**src/rtl/lpfd_pkg.sv**
```systemverilog
// lpfd_pkg: shared types and constants for the length-prefixed frame deframer
// holds result kinds, config register indexes, config and result structs
// no dependencies
package lpfd_pkg;

  localparam int unsigned ByteW  = 8;
  localparam int unsigned LenW   = 16;
  localparam int unsigned CfgLenW = 12;
  localparam int unsigned CfgIdxW = 2;

  localparam logic [LenW-1:0] LengthLimit = 16'd2048;

  localparam logic [CfgLenW-1:0] MinLengthRst = 12'd20;
  localparam logic [CfgLenW-1:0] MaxLengthRst = 12'd1500;
  localparam logic [ByteW-1:0]   DelimRst     = 8'd0;

  typedef enum logic [1:0] {
    KindPayload = 2'd0,
    KindAccept  = 2'd1,
    KindDrop    = 2'd2,
    KindReject  = 2'd3
  } kind_e;

  typedef enum logic [CfgIdxW-1:0] {
    CfgDelim  = 2'd0,
    CfgMinLen = 2'd1,
    CfgMaxLen = 2'd2,
    CfgUnused = 2'd3
  } cfg_idx_e;

  typedef struct packed {
    logic [ByteW-1:0]   delim;
    logic [CfgLenW-1:0] min_len;
    logic [CfgLenW-1:0] max_len;
  } cfg_t;

  typedef struct packed {
    logic [ByteW-1:0]       out_byte;
    kind_e                  kind;
    logic signed [LenW-1:0] frame_length;
  } res_t;

endpackage

```
**src/rtl/lpfd_cfg.sv**
```systemverilog
// lpfd_cfg: configuration registers of the deframer
// plain write port, no read-back; depends on lpfd_pkg
module lpfd_cfg (
  input  logic                            clk_i,
  input  logic                            rst_ni,
  input  logic                            cfg_we_i,
  input  logic [lpfd_pkg::CfgIdxW-1:0]    cfg_idx_i,
  input  logic [lpfd_pkg::CfgLenW-1:0]    cfg_wdata_i,
  output lpfd_pkg::cfg_t                  cfg_o
);
  import lpfd_pkg::*;

  cfg_t cfg_q, cfg_d;

  always_comb begin
    cfg_d = cfg_q;
    if (cfg_we_i) begin
      case (cfg_idx_e'(cfg_idx_i))
        CfgDelim:  cfg_d.delim   = cfg_wdata_i[ByteW-1:0];
        CfgMinLen: cfg_d.min_len = cfg_wdata_i;
        CfgMaxLen: cfg_d.max_len = cfg_wdata_i;
        default:   cfg_d = cfg_q;
      endcase
    end
  end

  always_ff @(posedge clk_i or negedge rst_ni) begin
    if (!rst_ni) begin
      cfg_q.delim   <= DelimRst;
      cfg_q.min_len <= MinLengthRst;
      cfg_q.max_len <= MaxLengthRst;
    end else begin
      cfg_q <= cfg_d;
    end
  end

  assign cfg_o = cfg_q;

endmodule

```
**src/rtl/lpfd_in_reg.sv**
```systemverilog
// lpfd_in_reg: input register stage holding one accepted byte
// stalls the sender while the held byte cannot advance; depends on lpfd_pkg
module lpfd_in_reg (
  input  logic                        clk_i,
  input  logic                        rst_ni,
  input  logic                        in_valid_i,
  output logic                        in_stall_o,
  input  logic [lpfd_pkg::ByteW-1:0]  rx_byte_i,
  input  logic                        advance_i,
  output logic                        hold_valid_o,
  output logic [lpfd_pkg::ByteW-1:0]  hold_byte_o
);
  import lpfd_pkg::*;

  logic             valid_q, valid_d;
  logic [ByteW-1:0] byte_q;
  logic             load;

  assign in_stall_o = valid_q && !advance_i;
  assign load       = in_valid_i && !in_stall_o;

  always_comb begin
    valid_d = valid_q;
    if (load) begin
      valid_d = 1'b1;
    end else if (advance_i) begin
      valid_d = 1'b0;
    end
  end

  always_ff @(posedge clk_i or negedge rst_ni) begin
    if (!rst_ni) begin
      valid_q <= 1'b0;
    end else begin
      valid_q <= valid_d;
    end
  end

  always_ff @(posedge clk_i) begin
    if (load) begin
      byte_q <= rx_byte_i;
    end
  end

  assign hold_valid_o = valid_q;
  assign hold_byte_o  = byte_q;

endmodule

```
**src/rtl/lpfd_core.sv**
```systemverilog
// lpfd_core: framing state and per-byte result logic
// updates state once per advancing byte; depends on lpfd_pkg
module lpfd_core (
  input  logic                        clk_i,
  input  logic                        rst_ni,
  input  lpfd_pkg::cfg_t              cfg_i,
  input  logic [lpfd_pkg::ByteW-1:0]  byte_i,
  input  logic                        step_i,
  output logic                        res_valid_o,
  output lpfd_pkg::res_t              res_o
);
  import lpfd_pkg::*;

  localparam logic [2:0] PhLenLo   = 3'd0;
  localparam logic [2:0] PhLenHi   = 3'd1;
  localparam logic [2:0] PhPayload = 3'd2;
  localparam logic [2:0] PhTrailer = 3'd3;
  localparam logic [2:0] PhHunt    = 3'd4;

  logic [2:0]         phase_q, phase_d;
  logic [ByteW-1:0]   first_q, first_d;
  logic [LenW-1:0]    cur_len_q, cur_len_d;
  logic [CfgLenW-1:0] count_q, count_d;

  logic [LenW-1:0] raw;
  logic [LenW-1:0] hi_lim;
  logic            reject;

  assign raw    = {byte_i, first_q};
  assign hi_lim = ({4'd0, cfg_i.max_len} > LengthLimit) ? LengthLimit
                                                        : {4'd0, cfg_i.max_len};
  assign reject = raw[LenW-1] || (raw < {4'd0, cfg_i.min_len}) || (raw > hi_lim);

  always_comb begin
    phase_d            = phase_q;
    first_d            = first_q;
    cur_len_d          = cur_len_q;
    count_d            = count_q;
    res_valid_o        = 1'b0;
    res_o.out_byte     = '0;
    res_o.kind         = KindPayload;
    res_o.frame_length = '0;
    case (phase_q)
      PhLenLo: begin
        first_d = byte_i;
        phase_d = PhLenHi;
      end
      PhLenHi: begin
        cur_len_d = raw;
        count_d   = '0;
        if (reject) begin
          res_valid_o        = 1'b1;
          res_o.kind         = KindReject;
          res_o.frame_length = raw;
          if (first_q == cfg_i.delim) begin
            first_d = byte_i;
            phase_d = PhLenHi;
          end else if (byte_i == cfg_i.delim) begin
            phase_d = PhLenLo;
          end else begin
            phase_d = PhHunt;
          end
        end else begin
          phase_d = (raw == '0) ? PhTrailer : PhPayload;
        end
      end
      PhPayload: begin
        res_valid_o    = 1'b1;
        res_o.out_byte = byte_i;
        count_d        = count_q + 1'b1;
        if ({4'd0, count_d} >= cur_len_q) begin
          phase_d = PhTrailer;
        end
      end
      PhTrailer: begin
        res_valid_o        = 1'b1;
        res_o.frame_length = cur_len_q;
        if (byte_i == cfg_i.delim) begin
          res_o.kind = KindAccept;
          phase_d    = PhLenLo;
        end else begin
          res_o.kind = KindDrop;
          phase_d    = PhHunt;
        end
      end
      default: begin
        phase_d = (byte_i == cfg_i.delim) ? PhLenLo : PhHunt;
      end
    endcase
  end

  always_ff @(posedge clk_i or negedge rst_ni) begin
    if (!rst_ni) begin
      phase_q   <= PhLenLo;
      first_q   <= '0;
      cur_len_q <= '0;
      count_q   <= '0;
    end else if (step_i) begin
      phase_q   <= phase_d;
      first_q   <= first_d;
      cur_len_q <= cur_len_d;
      count_q   <= count_d;
    end
  end

endmodule

```
**src/rtl/length_prefixed_frame_deframer.sv**
```systemverilog
// length_prefixed_frame_deframer: top level of the frame deframer
// instantiates lpfd_cfg, lpfd_in_reg and lpfd_core, holds the result register
// depends on lpfd_pkg
//
// Usage:
//   Received bytes enter on rx_byte_i with in_valid_i / in_stall_o; a
//   transaction happens when valid is high and stall is low. Each frame is
//   a little-endian signed 16-bit length, that many payload bytes and one
//   delimiter byte. Results leave on out_byte_o, kind_o and frame_length_o
//   with out_valid_o / out_stall_i: one per payload byte, one on the trailer
//   and one on a rejected length; length bytes and hunted bytes give none.
//   Throughput is one byte per cycle while the receiver does not stall. A
//   taken byte sits in the input register while the framing logic works
//   on it, and its result is loaded into the result register when the
//   byte advances. While the receiver stalls, the result register holds
//   and one more byte may wait in the input register; bytes that give no
//   result still pass. Reset sets the delimiter to 0, the length window to
//   20..1500 and the framer to expect a first length byte.
//   Configuration is written through cfg_we_i / cfg_idx_i / cfg_wdata_i
//   while the block idles.
module length_prefixed_frame_deframer (
  input  logic                               clk_i,
  input  logic                               rst_ni,
  input  logic                               cfg_we_i,
  input  logic [lpfd_pkg::CfgIdxW-1:0]       cfg_idx_i,
  input  logic [lpfd_pkg::CfgLenW-1:0]       cfg_wdata_i,
  input  logic                               in_valid_i,
  output logic                               in_stall_o,
  input  logic [lpfd_pkg::ByteW-1:0]         rx_byte_i,
  output logic                               out_valid_o,
  input  logic                               out_stall_i,
  output logic [lpfd_pkg::ByteW-1:0]         out_byte_o,
  output logic [1:0]                         kind_o,
  output logic signed [lpfd_pkg::LenW-1:0]   frame_length_o
);
  import lpfd_pkg::*;

  cfg_t             cfg;
  logic             hold_valid;
  logic [ByteW-1:0] hold_byte;
  logic             res_valid;
  res_t             res;
  logic             advance;
  logic             out_free;
  logic             res_load;
  logic             out_valid_q, out_valid_d;
  res_t             out_q;

  lpfd_cfg u_cfg (
    .clk_i       (clk_i),
    .rst_ni      (rst_ni),
    .cfg_we_i    (cfg_we_i),
    .cfg_idx_i   (cfg_idx_i),
    .cfg_wdata_i (cfg_wdata_i),
    .cfg_o       (cfg)
  );

  lpfd_in_reg u_in_reg (
    .clk_i        (clk_i),
    .rst_ni       (rst_ni),
    .in_valid_i   (in_valid_i),
    .in_stall_o   (in_stall_o),
    .rx_byte_i    (rx_byte_i),
    .advance_i    (advance),
    .hold_valid_o (hold_valid),
    .hold_byte_o  (hold_byte)
  );

  lpfd_core u_core (
    .clk_i       (clk_i),
    .rst_ni      (rst_ni),
    .cfg_i       (cfg),
    .byte_i      (hold_byte),
    .step_i      (advance),
    .res_valid_o (res_valid),
    .res_o       (res)
  );

  assign out_free = !out_valid_q || !out_stall_i;
  assign advance  = hold_valid && (!res_valid || out_free);
  assign res_load = advance && res_valid;

  always_comb begin
    out_valid_d = out_valid_q;
    if (res_load) begin
      out_valid_d = 1'b1;
    end else if (!out_stall_i) begin
      out_valid_d = 1'b0;
    end
  end

  always_ff @(posedge clk_i or negedge rst_ni) begin
    if (!rst_ni) begin
      out_valid_q <= 1'b0;
    end else begin
      out_valid_q <= out_valid_d;
    end
  end

  always_ff @(posedge clk_i) begin
    if (res_load) begin
      out_q <= res;
    end
  end

  assign out_valid_o    = out_valid_q;
  assign out_byte_o     = out_q.out_byte;
  assign kind_o         = out_q.kind;
  assign frame_length_o = out_q.frame_length;

  a_stall_needs_hold: assert property (@(posedge clk_i) disable iff (!rst_ni)
    in_stall_o |-> hold_valid)
    else $error("input stalled with empty input register");

  a_no_overwrite: assert property (@(posedge clk_i) disable iff (!rst_ni)
    (out_valid_q && out_stall_i && hold_valid && res_valid) |-> !advance && in_stall_o)
    else $error("result would overwrite a stalled result");

  a_payload_zero_len: assert property (@(posedge clk_i) disable iff (!rst_ni)
    (res_load && res.kind == KindPayload) |=> (frame_length_o == '0))
    else $error("payload result carries a nonzero length");

  a_status_zero_byte: assert property (@(posedge clk_i) disable iff (!rst_ni)
    (res_load && res.kind != KindPayload) |=> (out_valid_o && out_byte_o == '0))
    else $error("status result carries a nonzero byte");

endmodule

```
**config.mk**
```make
export PLATFORM = sky130hd
export DESIGN_NAME = length_prefixed_frame_deframer
export DESIGN_NICKNAME = d
export VERILOG_FILES = /design/src/rtl/lpfd_pkg.sv /design/src/rtl/lpfd_cfg.sv /design/src/rtl/lpfd_in_reg.sv /design/src/rtl/lpfd_core.sv /design/src/rtl/length_prefixed_frame_deframer.sv
export SDC_FILE = /design/constraint.sdc
export NUM_CORES = 1
export LEC_CHECK = 0
export ABC_AREA = 1
export BUFFER_PORTS_ARGS = -buffer_cell sky130_fd_sc_hd__buf_4
export CORE_MARGIN = 1.5
export CORE_UTILIZATION = 55
export CTS_CLUSTER_DIAMETER = 50
export CTS_CLUSTER_SIZE = 25
export DETAILED_ROUTE_END_ITERATION = 12
export PLACE_DENSITY = 0.76
export SYNTH_ARGS = -nofsm -noshare
export SYNTH_HDL_FRONTEND = slang
export SYNTH_SLANG_ARGS = --single-unit
export TNS_END_PERCENT = 50
```
**constraint.sdc**
```tcl
create_clock -name clk_i -period 5.35 [get_ports clk_i]
set_clock_uncertainty 0.2 [all_clocks]
set_input_delay 1.07 -clock clk_i [delete_from_list [all_inputs] [get_ports clk_i]]
set_output_delay 1.07 -clock clk_i [all_outputs]
set_load 0.005 [all_outputs]
```
==> reports/results.md <==
| Quantity | Value | Unit |
|:---|:---|:---|
| Critical Path Source Type | flip-flop | - |
| Slew HR | 36.7 | % |
| Setup_tns | 0 | ns |
| Die width | 105 | um |
| Die outline area | 0.0110 | mm^2 |
| Commonest non-fill, non-tap cells in the layout | 179 x nand2_1, 82 x inv_1, 64 x dfrtp_1, 56 x buf_4, 44 x o21ai_0 | - |
| Total number of H-tree levels | 3 | - |
| P&R area growth vs syn | 11.3 | % |
| Synthesized area per cell | 8.88 | um^2 |
| Synthesis Warnings | 0 | - |
| Fraction of post-synthesis cell area in the top cell type by area | 28.0 | % |
| Number of cells in the design after placement | 815 | - |
| Worst slew pin tran | 0.945 | ns |
| Area used by multi-input combinational logic | 0.00242 | mm^2 |
| Effective utilization at floorplan | 56.1 | % |
| CP Class | flip-flop to primary output | - |
| Post-CTS sizing | 0 | - |
| Share of the yosys chip area belonging to registers | 50.0 | % |
| Number of DRC violations after detailed routing | 0 | - |
| CTS clock-pin slew for the worst setup and hold paths | 0.09 | ns |
| Fraction of layout cells with a size suffix above 1 | 13.5 | % |
| Number of standard cells in the final layout excluding fillers | 831 | - |
| Slowest cell on the critical path | dfrtp_1 | - |
| Tmin final | 4.71 | ns |
| Largest net degree at the start of global routing | 74 | - |
| Required time reported for the critical path endpoint | 4.08 | ns |
| Number of hold buffers added after cts | 0 | - |
| Final Hold Violating Endpoints | 0 | - |
| Largest area contributor in the synthesized netlist | dfrtp_1 | - |
| CTS tree | built | - |
| Pins over their slew limit | 0 | - |
| Core region area | 0.0102 | mm^2 |
| Min-Delay Path Class | flip-flop to flip-flop | - |
| Clock root cell | clkbuf_8 | - |
| Antenna violations before repair | 0 | - |
| Stage delay of the slowest cell on the critical path | 0.41 | ns |
| Most frequent cell on the critical path | nand2_1 | - |
| Critical path cell sequence | nor4_1, nand2_1, nor3_1, a31oi_1, inv_1, nand2_1, ha_1, nand2_1, nand2_1, nand2_1, nand2_1, nand2_1, nand2_1, nand2_1, nand2_1, nand2_1, nand2_2, nand2_2, nand2_4, nand2_8, nor2_1, buf_4 | - |
| 1st-iter DRT viols | 248 | - |
| Portion of the clock cycle consumed by the worst path in the final layout | 88.0 | % |
| Data arrival at the endpoint of the critical path | 3.44 | ns |
| Detailed-route vias per instance | 5.51 | - |
| Cell area after synthesis | 0.00571 | mm^2 |
| DRT Pass-1 Iters | 7 | - |
| Sequential cell area | 0.00286 | mm^2 |
| Vias in the first global route | 4501 | - |
| Total half-perimeter wirelength after legalization and detailed placement | 9260 | um |
| Cell Pwr Density | 401 | mW/mm^2 |
| Routed wire length | 12600 | um |
| Leakage power summed over all cells | 3.13 | nW |
| Number of placement rows | 37 | - |
| Clock latency on the worst-skew pair | 0.38 | ns |
| Final core occ | 62.4 | % |
| Status | completed | - |
| Maximum clock rate | 212 | MHz |
| Buffer and inverter count on the worst path | 2 | - |
| Final ANT Viol Nets | 0 | - |
| Finish-stage setup viols | 0 | - |
| Worst voltage drop across the vdd grid | 0.000230 | V |
| Number of nets in the layout | 753 | - |
| Synth top area cells | dfrtp_1 28%, edfxtp_1 18%, nand2_1 12% | - |
| Number of synthesized register bits | 107 | - |
| Total congestion overflow after global routing | 0 | - |
| Buffers from clock root to sink, at most | 2 | - |
| Global router's overall resource usage | 24.6 | % |
| Setup fix buffers added after clock tree synthesis | 0 | - |
| Antenna diode instance count | 0 | - |
| Post-DR wirelength/cell | 15.2 | um |
| Unrepaired setup endpoints after global routing | false | - |
| Synthesized netlist net count | 706 | - |
| Synthesized instance count | 643 | - |
| Total vias in the final route | 4575 | - |
| Sinks on Clock Net | 107 | - |
| First-pass GRT wire length | 21300 | um |
| GP Congestion | 0.847 | - |
| Number of CTS-inserted buffers | 9 | - |
| Filler Cell Count | 893 | - |
| Gate family responsible for the most delay along the worst path | simple AND/OR/NAND/NOR gates | - |
| I/O pins | 55 | - |
| Netlist cell types | 39 | - |
| Maxcap violations | 0 | - |
| Leading cell type in the layout, fill and taps excluded | nand2_1 | - |
| Height of the die | 105 | um |
| Crit Path Max Fanout | 43 | - |
| IO buf count | 54 | - |
| Endpoint kind of the worst setup timing path | primary output | - |
[power breakdown]
part | internal, W | switching (W) | total (W) | leakage [nW]
registers | 0.00105 | 0.000180 | 0.00123 | 1.24
clock network | 0.000182 | 0.000259 | 0.000441 | 0.0807
logic | 0.000344 | 0.000539 | 0.000883 | 1.80
total | 0.00157 | 0.000977 | 0.00255 | 3.13
[final timing paths]
| path | depth (start not counted) | start | endpoint | slack [ns] |
|---|---|---|---|---|
| setup / recovery | 22 | u_cfg.cfg_o[5] | in_stall_o | 0.64 |
| hold / removal | 2 | u_core.cur_len_q[3] | u_core.cur_len_q[3] | 0.28 |
| setup reg to reg | 22 | u_cfg.cfg_o[5] | out_byte_o[4] | 1.04 |
| hold reg to reg | 2 | u_core.cur_len_q[3] | u_core.cur_len_q[3] | 0.28 |
| max in group asynchronous | 1 | rst_ni | out_valid_o | 3.69 |
| min in group asynchronous | 1 | rst_ni | u_core.cur_len_q[14] | 0.61 |
[worst register-to-register path: stages, from the launching register on]
cell and delay, ns:
dfrtp_1 0.41, nor4_1 0.28, nand2_1 0.08, nor3_1 0.15, a31oi_1 0.12, inv_1 0.20, nand2_1 0.10, ha_1 0.31
nand2_1 0.09, nand2_1 0.05, nand2_1 0.06, nand2_1 0.06, nand2_1 0.06, nand2_1 0.04, nand2_1 0.05, nand2_1 0.04
nand2_1 0.09, nand2_2 0.09, nand2_2 0.21, nand2_4 0.11, a21oi_1 0.31, nand2_1 0.12, inv_1 0.70
[final cells by class]
class,count,share of cell area (%)
inverters,86,5.08
flip-flops and latches,107,45.0
multi-input cells,430,38.1
clock buffers,14,2.40
well taps,136,2.68
clock inverters,2,0.197
repair buffers,56,6.61
[kinds of logic after synthesis]
group	synth area share, %
and+or+nand+nor	23.3
DFF	50.0
buffers and inverters	7.60
AOI/OAI and AO/OA	7.47
adders and majority gates	7.88
xor gates and xnor gates	3.68
[stage by stage]
| step | area, um^2 | power [W] | hold WS (ns) | setup WS, ns |
|---|---|---|---|---|
| after floorplan | 5710 | 0.00182 | 0.242 | 1.64 |
| after global placement | 6190 | 0.00207 | 0.254 | 1.24 |
| after detailed placement | 6190 | 0.00212 | 0.259 | 1.06 |
| after CTS | 6360 | 0.00255 | 0.279 | 0.639 |
| after global routing | 6360 | 0.00275 | 0.310 | 0.328 |
| final | 6360 | 0.00255 | 0.277 | 0.643 |
[sequential cells by signal, summed over array words and instances, names as in the netlist]
name	cells
u_core.cur_len_q	16
u_in_reg.hold_byte_o	8
out_byte_o	8
u_core.count_q	12
u_in_reg.hold_valid_o	1
u_core.first_q	8
kind_o	2
u_core.phase_q	3
out_valid_o	1
frame_length_o	16
u_cfg.cfg_o	32
[cell usage after synthesis]
library cell,count
clkinv_1,1
xor2_1,9
nand2_8,1
dfrtp_1,64
a21oi_1,14
nor3b_1,2
nand3_2,1
nor3_1,7
buf_2,2
nand3_4,2
clkbuf_1,12
nand4_1,42
or2_2,1
nand4_2,1
nand2_1,179
o21ai_2,1
a21o_1,1
o21ai_0,44
nor4_1,3
nand3_1,15
edfxtp_1,34
buf_6,3
nor3_2,1
o211ai_1,1
dfstp_2,9
nand2_4,1
inv_2,3
o22ai_1,11
a31oi_1,1
xnor2_1,15
buf_4,3
a211oi_1,1
ha_1,36
nand2_2,4
o2111ai_1,1
a21oi_4,1
nor2_1,33
inv_1,82
o21ai_1,1
[per-layer routing]
layer,global-route usage (%),share of wire (%),vias up
li1,-,-,2221
met1,31.2,43,2169
met2,40.9,49,152
met3,5.24,5.1,33
met4,10.2,3.3,0
met5,0,0,-
Note: power is estimated with default switching activity, not from simulation.
